### config.mk
export PLATFORM = sky130hd
export DESIGN_NAME = ads_queue
export DESIGN_NICKNAME = d
export VERILOG_FILES = /design/src/rtl/core/ads_pkg.sv /design/src/rtl/core/ads_queue.sv
export SDC_FILE = /design/constraint.sdc
export NUM_CORES = 1
export LEC_CHECK = 0
export CAP_MARGIN = 40
export CORE_MARGIN = 2
export CORE_UTILIZATION = 45
export DETAILED_ROUTE_END_ITERATION = 8
export DONT_BUFFER_PORTS = 1
export PLACE_DENSITY = 0.68
export SYNTH_ARGS = -nofsm -noshare
export SYNTH_HDL_FRONTEND = slang
export SYNTH_SLANG_ARGS = --single-unit
### constraint.sdc
create_clock -name clock -period 2.05 [get_ports clock]
set_clock_uncertainty 0.05 [all_clocks]
set_input_delay 0.205 -clock clock [delete_from_list [all_inputs] [get_ports clock]]
set_output_delay 0.205 -clock clock [all_outputs]
set_load 0.005 [all_outputs]
### src/rtl/core/ads_pkg.sv
package ads_pkg;

   localparam int WIDTH_DEF  = 240;
   localparam int HEIGHT_DEF = 160;

   // wide enough for a 1024 x 1024 store
   localparam int ADDR_W_MAX = 20;

   localparam int SHADE_W = 4;
   localparam logic [SHADE_W-1:0] SHADE_MAX = 4'hF;

   localparam int OP_Q_DEPTH  = 2;
   localparam int OUT_Q_DEPTH = 2;

   // request opcodes
   localparam logic [1:0] OP_PLOT  = 2'd0;
   localparam logic [1:0] OP_READ  = 2'd1;
   localparam logic [1:0] OP_WRITE = 2'd2;

   // classified work kinds
   localparam logic [1:0] KIND_PLOT  = 2'd0;
   localparam logic [1:0] KIND_READ  = 2'd1;
   localparam logic [1:0] KIND_WRITE = 2'd2;
   localparam logic [1:0] KIND_NOP   = 2'd3;

   typedef struct packed {
      logic [1:0]            kind;
      logic [ADDR_W_MAX-1:0] addr;
      logic                  top_ok;
      logic [SHADE_W-1:0]    amt_tl;
      logic [SHADE_W-1:0]    amt_tr;
      logic [SHADE_W-1:0]    amt_bl;
      logic [SHADE_W-1:0]    amt_br;
      logic [SHADE_W-1:0]    shade;
   } ads_op_type;

   typedef struct packed {
      logic [SHADE_W-1:0] read_shade;
      logic               plotted;
   } ads_rsp_type;

endpackage

### src/rtl/core/ads_queue.sv
module ads_queue import ads_pkg::*; #(
   parameter int W     = $bits(ads_op_type),
   parameter int DEPTH = OP_Q_DEPTH
) (
   input  logic                       clock,
   input  logic                       reset,
   input  logic                       push_valid,
   output logic                       push_ready,
   input  logic [W-1:0]               push_data,
   output logic                       pop_valid,
   input  logic                       pop_ready,
   output logic [W-1:0]               pop_data,
   output logic [$clog2(DEPTH+1)-1:0] count
);

   localparam int PW = (DEPTH > 1) ? $clog2(DEPTH) : 1;
   localparam int CW = $clog2(DEPTH + 1);

   logic [W-1:0]  mem_ff [DEPTH];
   logic [PW-1:0] wr_ptr_ff, wr_ptr_in;
   logic [PW-1:0] rd_ptr_ff, rd_ptr_in;
   logic [CW-1:0] cnt_ff, cnt_in;
   logic          do_push, do_pop;

   assign push_ready = (cnt_ff != CW'(DEPTH));
   assign pop_valid  = (cnt_ff != '0);
   assign pop_data   = mem_ff[rd_ptr_ff];
   assign count      = cnt_ff;
   assign do_push    = push_valid && push_ready;
   assign do_pop     = pop_valid && pop_ready;

   always_comb begin
      wr_ptr_in = wr_ptr_ff;
      rd_ptr_in = rd_ptr_ff;
      cnt_in    = cnt_ff;
      if (do_push) begin
         wr_ptr_in = (wr_ptr_ff == PW'(DEPTH - 1)) ? '0 : wr_ptr_ff + PW'(1);
      end
      if (do_pop) begin
         rd_ptr_in = (rd_ptr_ff == PW'(DEPTH - 1)) ? '0 : rd_ptr_ff + PW'(1);
      end
      if (do_push && !do_pop) begin
         cnt_in = cnt_ff + CW'(1);
      end else if (do_pop && !do_push) begin
         cnt_in = cnt_ff - CW'(1);
      end
   end

   always_ff @(posedge clock) begin
      if (reset) begin
         wr_ptr_ff <= '0;
         rd_ptr_ff <= '0;
         cnt_ff    <= '0;
      end else begin
         wr_ptr_ff <= wr_ptr_in;
         rd_ptr_ff <= rd_ptr_in;
         cnt_ff    <= cnt_in;
      end
   end

   always_ff @(posedge clock) begin
      if (do_push) begin
         mem_ff[wr_ptr_ff] <= push_data;
      end
   end

endmodule

==> impl_metrics.json <==
{
  "row_count": 31,
  "number_of_global_route_vias_before_repair": 1788,
  "cp_data_required_time_ns": 2.27,
  "drt-initial-drc-count": 101,
  "die_boundary_height_um": 89.95,
  "floorplan.io_pins": 94,
  "post_cts_resized": 0,
  "min_path_cells": 2,
  "power.total_mw": 4.498,
  "min_path_type": "in2reg",
  "vias_per_cell": 4.994,
  "netlist_instances": 158,
  "critPathKind": "reg2reg",
  "layout_common_cells": "86 x sky130_fd_sc_hd__edfxtp_1, 44 x sky130_fd_sc_hd__dlygate4sd3_1, 43 x sky130_fd_sc_hd__mux2_2",
  "p_leak_nw": 1.360,
  "cts_root_buffer": "sky130_fd_sc_hd__clkbuf_8",
  "setup-tns-final_ns": 0,
  "clock_insertion_delay_worst_skew_ns": 0.34,
  "final-hold-violation-count": 0,
  "antenna_violations_before_repair": 0,
  "setup_repair_after_global_routing_missed_its_margin": "no",
  "globalRouteOverflowTotal": 0,
  "port-buffer-count": 0,
  "layout.area.seq_um2": 2684,
  "cts-root-to-sink-buffers": 2,
  "status": "complete, no violations",
  "worst_setup_hold_path_clk_slew_ns": 0.08,
  "maxCapViolations": 0,
  "die_area_um2": 8091,
  "layout_commonest_cell": "sky130_fd_sc_hd__edfxtp_1",
  "vdd_ir_drop_max_v": 0.0008431,
  "hold-worst-slack_ns": 0.03439,
  "synth-seq-cells": 91,
  "worst-slew-pin-transition_ns": 0.3943,
  "netlist_top_cells_area": "sky130_fd_sc_hd__edfxtp_1 78%, sky130_fd_sc_hd__mux2_2 15%, sky130_fd_sc_hd__dfxtp_1 3.0%",
  "r2r_cells": 5,
  "crit_fanout": 6,
  "fraction_of_layout_instances_using_a_drive_strength_above_1": 0.3105,
  "timing.final.crit_period_ns": 1.837,
  "tritoncts_num_sinks": 91,
  "dp.final_hpwl_mm": 3.724,
  "achievable-frequency_ghz": 0.5443,
  "gp_congestion": 0.7037,
  "syn-num-nets": 206,
  "postRouteAntennaNets": 0,
  "fillers": 586,
  "remaining_drc_errors": 0,
  "synth_sequential_area_ratio": 0.8069,
  "post-route-period-util": 0.8963,
  "netlist.top_cell.by_area": "sky130_fd_sc_hd__edfxtp_1",
  "fp.coreArea_um2": 7214,
  "multiInputGateArea_um2": 604.3,
  "first_pass_iters": 4,
  "initial_utilization": 0.4608,
  "timing.critical_path.arrival_ns": 2.06,
  "fin_nets": 262,
  "ys_warn_count": 0,
  "detail_route.wl_per_cell_um": 17.81,
  "chipWidth_um": 89.95,
  "post_synth.cell_area_avg_um2": 21.04,
  "crit_path_end_kind": "flop",
  "kind_of_launch_point_of_the_worst_setup_path": "flop",
  "synth_top_area_share": 0.7768,
  "cts-htree-levels": 3,
  "cts_tree": "done",
  "grt_use_total": 0.1469,
  "timing.slew.headroom": 0.7371,
  "routed_vias": 1588,
  "finalMaxSlewViolations": 0,
  "grt_max_degree": 31,
  "flow.area_growth_from_synthesis_pct": 23.52,
  "timing.final.setup_violations": 0,
  "number_of_buffers_inserted_during_clock_tree_synthesis": 9,
  "powerDensity_nw_per_um2": 1095,
  "routed_wl_mm": 5.664,
  "diodes": 0,
  "grt_first_pass_wirelength_mm": 9.066,
  "area_of_the_mapped_netlist_um2": 3324,
  "synth.lib_cells_used.distinct": 18
}
layout make-up:
type,count,share of cell area
Clock buffer,9,0.03016
Sequential cell,91,0.6536
Timing Repair Buffer,50,0.1213
Inverter,1,0.0009141
Clock inverter,7,0.01676
Tap cell,99,0.03016
Multi-Input combinational cell,61,0.1472
routing by layer:
metal / global-route usage / share of wire / vias to the layer above
met5: 0 / 0 / -
met4: 0.03718 / 0.011 / 0
met3: 0.07125 / 0.077 / 9
met2: 0.2538 / 0.52 / 75
met1: 0.1639 / 0.39 / 779
li1: - / - / 725
path summary, 6_finish.rpt:
path	from	endpoint	slack (ns)
setup / recovery	count[0]	count[1]	0.21
hold / removal	push_valid	wr_ptr_ff	0.03
setup reg to reg	count[0]	count[1]	0.21
hold reg to reg	rd_ptr_ff	rd_ptr_ff	0.47
cells by family (layout without fill, tap and decap cells):
group,after synthesis,count (layout),share of synthesized area
adders and majority gates,1,1,0.003763
xor gates and xnor gates,3,3,0.007905
AOI/OAI and AO/OA,5,5,0.009033
and+or+nand+nor,9,9,0.01506
muxes,43,43,0.1457
buffers and inverters,6,67,0.01167
DFF,91,91,0.8069
flip-flops by register name, summed over array words and instances, names as in the netlist, named ones only:
name / cells
rd_ptr_ff: 1
mem_ff: 86
count: 2
wr_ptr_ff: 1
timing repair:
action,4_1_cts,5_1_grt
endpoints found under the hold margin,91,0
setup buffers,0,0
hold buffers,44,0
metrics by stage:
step	cells	setup slack, ns	instance area (um2)	utilization
after detailed placement	258	0.2254	3473	0.4814
after global placement	258	0.3720	3473	0.4814
after CTS	318	0.2064	4106	0.5692
after global routing	318	0.1341	4106	0.5692
after floorplan	158	0.03495	3326	-
final	318	0.2126	4106	0.5692
cells in the mapped netlist:
master and number:
sky130_fd_sc_hd__edfxtp_1 86, sky130_fd_sc_hd__xor2_1 3, sky130_fd_sc_hd__or3_1 1, sky130_fd_sc_hd__a21bo_2 1, sky130_fd_sc_hd__a21oi_1 2, sky130_fd_sc_hd__and3_1 1, sky130_fd_sc_hd__nor2_1 3, sky130_fd_sc_hd__ha_1 1
sky130_fd_sc_hd__buf_2 1, sky130_fd_sc_hd__nand2b_1 1, sky130_fd_sc_hd__o21ai_0 2, sky130_fd_sc_hd__nand3b_1 1, sky130_fd_sc_hd__inv_1 1, sky130_fd_sc_hd__dfxtp_1 5, sky130_fd_sc_hd__and2_1 1, sky130_fd_sc_hd__mux2_2 43
sky130_fd_sc_hd__buf_4 4, sky130_fd_sc_hd__or2_2 1
report_power, final:
| group | leakage (nW) | total (mW) | internal [mW] | switching, mW |
|---|---|---|---|---|
| Clock | 0.0849 | 1.14 | 0.556 | 0.584 |
| Combinational | 0.431 | 0.919 | 0.457 | 0.462 |
| Sequential | 0.845 | 2.44 | 2.32 | 0.117 |
| Total | 1.36 | 4.50 | 3.34 | 1.16 |
worst max-delay path: stages (launching register included):
cell and delay, ns:
sky130_fd_sc_hd__dfxtp_1 0.39, sky130_fd_sc_hd__nand2b_1 0.27, sky130_fd_sc_hd__and2_1 0.21, sky130_fd_sc_hd__ha_1 0.33, sky130_fd_sc_hd__or3_1 0.37, sky130_fd_sc_hd__a21oi_1 0.16
No activity file was read; power rests on OpenSTA's default activity.
