File: src/rtl/core/ads_pkg.sv
package ads_pkg;

   localparam int WIDTH_DEF  = 240;
   localparam int HEIGHT_DEF = 160;

   // wide enough for a 1024 x 1024 store
   localparam int ADDR_W_MAX = 20;

   localparam int SHADE_W = 4;
   localparam logic [SHADE_W-1:0] SHADE_MAX = 4'hF;

   localparam int OP_Q_DEPTH  = 2;
   localparam int OUT_Q_DEPTH = 2;

   // request opcodes
   localparam logic [1:0] OP_PLOT  = 2'd0;
   localparam logic [1:0] OP_READ  = 2'd1;
   localparam logic [1:0] OP_WRITE = 2'd2;

   // classified work kinds
   localparam logic [1:0] KIND_PLOT  = 2'd0;
   localparam logic [1:0] KIND_READ  = 2'd1;
   localparam logic [1:0] KIND_WRITE = 2'd2;
   localparam logic [1:0] KIND_NOP   = 2'd3;

   typedef struct packed {
      logic [1:0]            kind;
      logic [ADDR_W_MAX-1:0] addr;
      logic                  top_ok;
      logic [SHADE_W-1:0]    amt_tl;
      logic [SHADE_W-1:0]    amt_tr;
      logic [SHADE_W-1:0]    amt_bl;
      logic [SHADE_W-1:0]    amt_br;
      logic [SHADE_W-1:0]    shade;
   } ads_op_type;

   typedef struct packed {
      logic [SHADE_W-1:0] read_shade;
      logic               plotted;
   } ads_rsp_type;

endpackage

File: src/rtl/core/ads_if.sv
interface ads_req_if;
   logic               valid;
   logic               ready;
   logic [1:0]         opcode;
   logic signed [15:0] x_pos;
   logic signed [15:0] y_pos;
   logic [15:0]        pixel_index;
   logic [3:0]         write_shade;

   modport source (output valid, opcode, x_pos, y_pos, pixel_index, write_shade,
                   input ready);
   modport sink (input valid, opcode, x_pos, y_pos, pixel_index, write_shade,
                 output ready);
endinterface


File: src/rtl/core/ads_front.sv
module ads_front import ads_pkg::*; #(
   parameter int WIDTH  = WIDTH_DEF,
   parameter int HEIGHT = HEIGHT_DEF
) (
   ads_req_if.sink    req_chan,
   input  logic       clear_busy,
   output logic       push_valid,
   input  logic       push_ready,
   output ads_op_type push_data
);

   localparam int DEPTH = WIDTH * HEIGHT;
   localparam int AM    = ADDR_W_MAX;
   localparam logic [15:0] X_MAX = 16'((WIDTH - 2) * 16);
   localparam logic [15:0] Y_MAX = 16'((HEIGHT - 2) * 16);

   logic         x_ok, y_ok, idx_ok;
   logic [11:0]  col, row;
   logic [3:0]   fx, fy, w_top, w_bot, f_left, f_right;
   logic [7:0]   p_tl, p_tr, p_bl, p_br;
   logic [AM-1:0] base;

   assign push_valid     = req_chan.valid && !clear_busy;
   assign req_chan.ready = push_ready && !clear_busy;

   always_comb begin
      x_ok    = !req_chan.x_pos[15] && (unsigned'(req_chan.x_pos) <= X_MAX);
      y_ok    = !req_chan.y_pos[15] && (req_chan.y_pos != '0)
                && (unsigned'(req_chan.y_pos) <= Y_MAX);
      idx_ok  = 32'(req_chan.pixel_index) < 32'(DEPTH);
      col     = req_chan.x_pos[15:4];
      row     = req_chan.y_pos[15:4];
      fx      = req_chan.x_pos[3:0];
      fy      = req_chan.y_pos[3:0];
      w_top   = SHADE_MAX - fy;
      w_bot   = fy;
      f_left  = SHADE_MAX - fx;
      f_right = fx;
      p_tl    = 8'(w_top) * 8'(f_left);
      p_tr    = 8'(w_top) * 8'(f_right);
      p_bl    = 8'(w_bot) * 8'(f_left);
      p_br    = 8'(w_bot) * 8'(f_right);
      base    = AM'(row) * AM'(WIDTH) + AM'(col);

      push_data        = '0;
      push_data.kind   = KIND_NOP;
      push_data.amt_tl = p_tl[7:4];
      push_data.amt_tr = p_tr[7:4];
      push_data.amt_bl = p_bl[7:4];
      push_data.amt_br = p_br[7:4];
      push_data.shade  = req_chan.write_shade;
      push_data.top_ok = (row != '0);
      unique case (req_chan.opcode)
         OP_PLOT: begin
            push_data.addr = base;
            if (x_ok && y_ok) push_data.kind = KIND_PLOT;
         end
         OP_READ: begin
            push_data.addr = AM'(req_chan.pixel_index);
            if (idx_ok) push_data.kind = KIND_READ;
         end
         OP_WRITE: begin
            push_data.addr = AM'(req_chan.pixel_index);
            if (idx_ok) push_data.kind = KIND_WRITE;
         end
         default: begin
            push_data.kind = KIND_NOP;
         end
      endcase
   end

endmodule

File: src/flat_wrapper.sv
// flat-port wrapper written by rule: the top's interface ports become plain ports
module ads_front_flat import ads_pkg::*;
#(
   parameter int WIDTH  = WIDTH_DEF,
   parameter int HEIGHT = HEIGHT_DEF
)
  (clear_busy, push_valid, push_ready, push_data, req_chan_valid, req_chan_opcode, req_chan_x_pos, req_chan_y_pos, req_chan_pixel_index, req_chan_write_shade, req_chan_ready);
  ads_req_if req_chan_i ();
  input  logic clear_busy;
  output logic push_valid;
  input  logic push_ready;
  output ads_op_type push_data;
  input wire logic [$bits(req_chan_i.valid)-1:0] req_chan_valid;
  input wire logic [$bits(req_chan_i.opcode)-1:0] req_chan_opcode;
  input wire logic [$bits(req_chan_i.x_pos)-1:0] req_chan_x_pos;
  input wire logic [$bits(req_chan_i.y_pos)-1:0] req_chan_y_pos;
  input wire logic [$bits(req_chan_i.pixel_index)-1:0] req_chan_pixel_index;
  input wire logic [$bits(req_chan_i.write_shade)-1:0] req_chan_write_shade;
  output wire logic [$bits(req_chan_i.ready)-1:0] req_chan_ready;
  assign req_chan_i.valid = req_chan_valid;
  assign req_chan_i.opcode = req_chan_opcode;
  assign req_chan_i.x_pos = req_chan_x_pos;
  assign req_chan_i.y_pos = req_chan_y_pos;
  assign req_chan_i.pixel_index = req_chan_pixel_index;
  assign req_chan_i.write_shade = req_chan_write_shade;
  assign req_chan_ready = req_chan_i.ready;
  ads_front #(.WIDTH(WIDTH), .HEIGHT(HEIGHT)) u_core (.req_chan(req_chan_i), .clear_busy(clear_busy), .push_valid(push_valid), .push_ready(push_ready), .push_data(push_data));
endmodule
File: config.mk
export PLATFORM = sky130hd
export DESIGN_NAME = ads_front_flat
export DESIGN_NICKNAME = d
export VERILOG_FILES = /design/src/rtl/core/ads_pkg.sv /design/src/rtl/core/ads_if.sv /design/src/rtl/core/ads_front.sv /design/src/flat_wrapper.sv
export SDC_FILE = /design/constraint.sdc
export NUM_CORES = 1
export LEC_CHECK = 0
export ABC_AREA = 0
export BUFFER_PORTS_ARGS = -buffer_cell sky130_fd_sc_hd__buf_2
export CORE_MARGIN = 2
export CORE_UTILIZATION = 35
export DETAILED_ROUTE_END_ITERATION = 12
export PLACE_DENSITY = 0.68
export SYNTH_ARGS = -nofsm -noshare
export SYNTH_HDL_FRONTEND = slang
export SYNTH_SLANG_ARGS = --single-unit
File: constraint.sdc
create_clock -name vclk -period 9.9
set_clock_uncertainty 0.2 [all_clocks]
set_input_delay 0.99 -clock vclk [all_inputs]
set_output_delay 0.99 -clock vclk [all_outputs]
set_load 0.03 [all_outputs]
==> reports/metrics.csv <==
stage,metric,value,unit
status,status,finished clean,
layout,Area Growth Syn to Fin,15.2,%
synthesis,largest family of logic cells by synthesized area,adder cells,
synthesis,Synth Warn #,0,
timing,final hold vios,0,
floorplanning,IO Pins,102,
floorplanning,Die Y-Extent,107,um
synthesis,Post-Syn Area,3740,um2
synthesis,Synth Area in Adders,0.456,
layout,number of clock buffers in the layout,0,
clocking,Resize count post-CTS,0,
clocking,hold_buf cts,0,
layout,layout net count,725,
synthesis,syn nets,645,
layout,most frequent cells in the layout,"buf_2, ha_1, inv_1",
floorplanning,Die X-Extent,107,um
timing,fmax,157,MHz
layout,share of layout cells above drive strength 1,0.207,
global_route,initial antenna violation count,1,
pwr,worst vdd ir,88.1,uV
synthesis,post-synthesis mux area share,0.00268,
synthesis,Synth Area in Compound Gates,0.156,
layout,"commonest non-fill, non-tap cell in the layout",buf_2,
timing,final setup violation count,0,
floorplanning,initial core utilization,0.361,
timing,relative slew slack,0.329,
global_route,global route total overflow,0,
synthesis,xor/xnor share of the synthesized area,0.0720,
floorplanning,Die ar.,11500,um2
critical_path,crit path capture type,primary output,
timing,actual slew at the worst max-slew pin,1.00,ns
critical_path,crit path kind,primary input to primary output,
synthesis,number of distinct library cells after synthesis,50,
job,max-cap violations,0,
timing,period utilization,0.644,
route,Remaining DRCs,0,
route,DR vias/cell,4.98,
placement,gpl congestion,0.845,
timing,final hold slack,1.78,ns
critical_path,Worst EP required,8.71,ns
layout,sequential cells,0,
clocking,setup bufs post-CTS,0,
placement,port buffer count,94,
worst_hold_path,WHS Endpoint,push_data[0],
synthesis,synthesized instance count,472,
timing,total negative slack,0,ns
route,final WL,8650,um
route,DR iter-0 viols,164,
timing,min Tclk post-route,6.38,ns
route,DRT Pass-1 Iters,4,
worst_hold_path,hold_sp,req_chan_write_shade[0],
critical_path,Critical Path AT,5.19,ns
critical_path,crit-path max FO,4,
floorplanning,Core Rows,37,
synthesis,post-synthesis sequential area ratio,0,
critical_path,Setup crit start kind,primary input,
route,DR WL/cell,12.6,um
layout,Reg area,0,um2
pwr,Leak,2.27,nW
route,Vias,3421,
worst_hold_path,Worst Hold Class,primary input to primary output,
placement,DP HPWL,7560,um
global_route,number of global-route vias before repair,3558,
floorplanning,core area,10400,um2
global_route,largest net degree at the start of global routing,18,
pwr,Power Density,132,nW/um2
timing,"Slew Viols, Final",0,
global_route,first-pass GRT wire length,15000,um
synthesis,mean post-synth cell area,7.92,um2
synthesis,post-synthesis simple-gate area fraction,0.226,
worst_hold_path,hold path cells,0,
timing,RSZ-0062 raised after global routing,false,
global_route,GRT Total Usage,0.153,
route,Routed Antenna Nets,0,
power by group:
group          internal [mW]    total [mW]  leakage (nW)  switching (mW)
Combinational          0.227         0.570          2.27           0.343
Sequential                 0             0             0               0
Clock           0.0000000135  0.0000000135    0.00000634               0
Total                  0.227         0.570          2.27           0.343
worst max-delay path, cell delays in order:
cell	delay (ns)
buf_2	0.13
inv_1	0.17
fa_1	0.47
fa_1	0.51
inv_1	0.04
ha_1	0.35
nand2b_1	0.13
nand2b_1	0.07
a21oi_1	0.17
xnor2_1	0.09
ha_1	0.36
a21oi_1	0.13
nand3b_1	0.10
o21ai_0	0.12
a2111oi_2	0.47
nand4_1	0.20
nor3_1	0.25
xor2_1	0.10
nor2_1	0.13
buf_2	0.22
logic make-up (layout without fill, tap and decap cells):
logic type / after synthesis / count (layout)
fa+ha+maj: 116 / 116
mux: 1 / 1
xor+xnor: 29 / 29
compound gates: 81 / 81
other cells: 0 / 1
simple gates: 163 / 163
buf+inv: 82 / 160
final cells by class:
cell class	count	area, um2
Tap cell	136	170
Multi-Input combinational cell	390	3420
Fill cell	1099	6060
Antenna cell	1	2.50
Inverter	66	248
Timing Repair Buffer	94	470
per-layer routing:
metal  global-route usage  up-vias  wire [um]
met5                    0        -          0
met4               0.0183        0        106
met3              0.00726       10        281
met2                0.319       66       4750
met1                0.174     1613       3510
li1                     -     1732          -
synthesized netlist by cell type (4+ instances only):
cell type   n  area [um2]
ha_1       82        1030
inv_1      66         248
nor2_1     38         143
fa_1       34         681
nand2_1    29         109
nor2b_1    25         156
nand2b_1   23         144
xnor2_1    21         184
nor3_1     16        80.1
o21ai_0    15        75.1
clkbuf_1   12        45.0
a21oi_1    11        55.1
o21a_1     11        82.6
or2_2       8        50.1
and2_1      7        43.8
a22o_1      6        52.6
xor2_1      6        52.6
a211oi_1    5        37.5
a21o_1      5        37.5
buf_4       4        30.0
nand3_1     4        20.0
nand4_1     4        25.0
worst max path at each step:
stage                     cells past startpoint             to               from
after floorplan                              17  push_data[35]  req_chan_y_pos[7]
after detailed placement                     20  push_data[39]  req_chan_y_pos[7]
after global placement                       20  push_data[39]  req_chan_y_pos[7]
after CTS                                    20  push_data[39]  req_chan_y_pos[7]
final                                        20  push_data[39]  req_chan_y_pos[7]
after global routing                         20  push_data[39]  req_chan_y_pos[7]
through the flow:
stage / utilization / setup WS [ns] / total power, mW / instances / instance area (um2)
final: 0.415 / 3.52 / 0.570 / 687 / 4310
after global routing: 0.415 / 3.14 / 0.644 / 686 / 4300
after CTS: 0.415 / 3.51 / 0.577 / 686 / 4300
after detailed placement: 0.415 / 3.54 / 0.574 / 686 / 4300
after global placement: 0.415 / 3.64 / 0.560 / 686 / 4300
after floorplan: - / 3.87 / 0.451 / 472 / 3740
(Power assumes the default switching activity.)
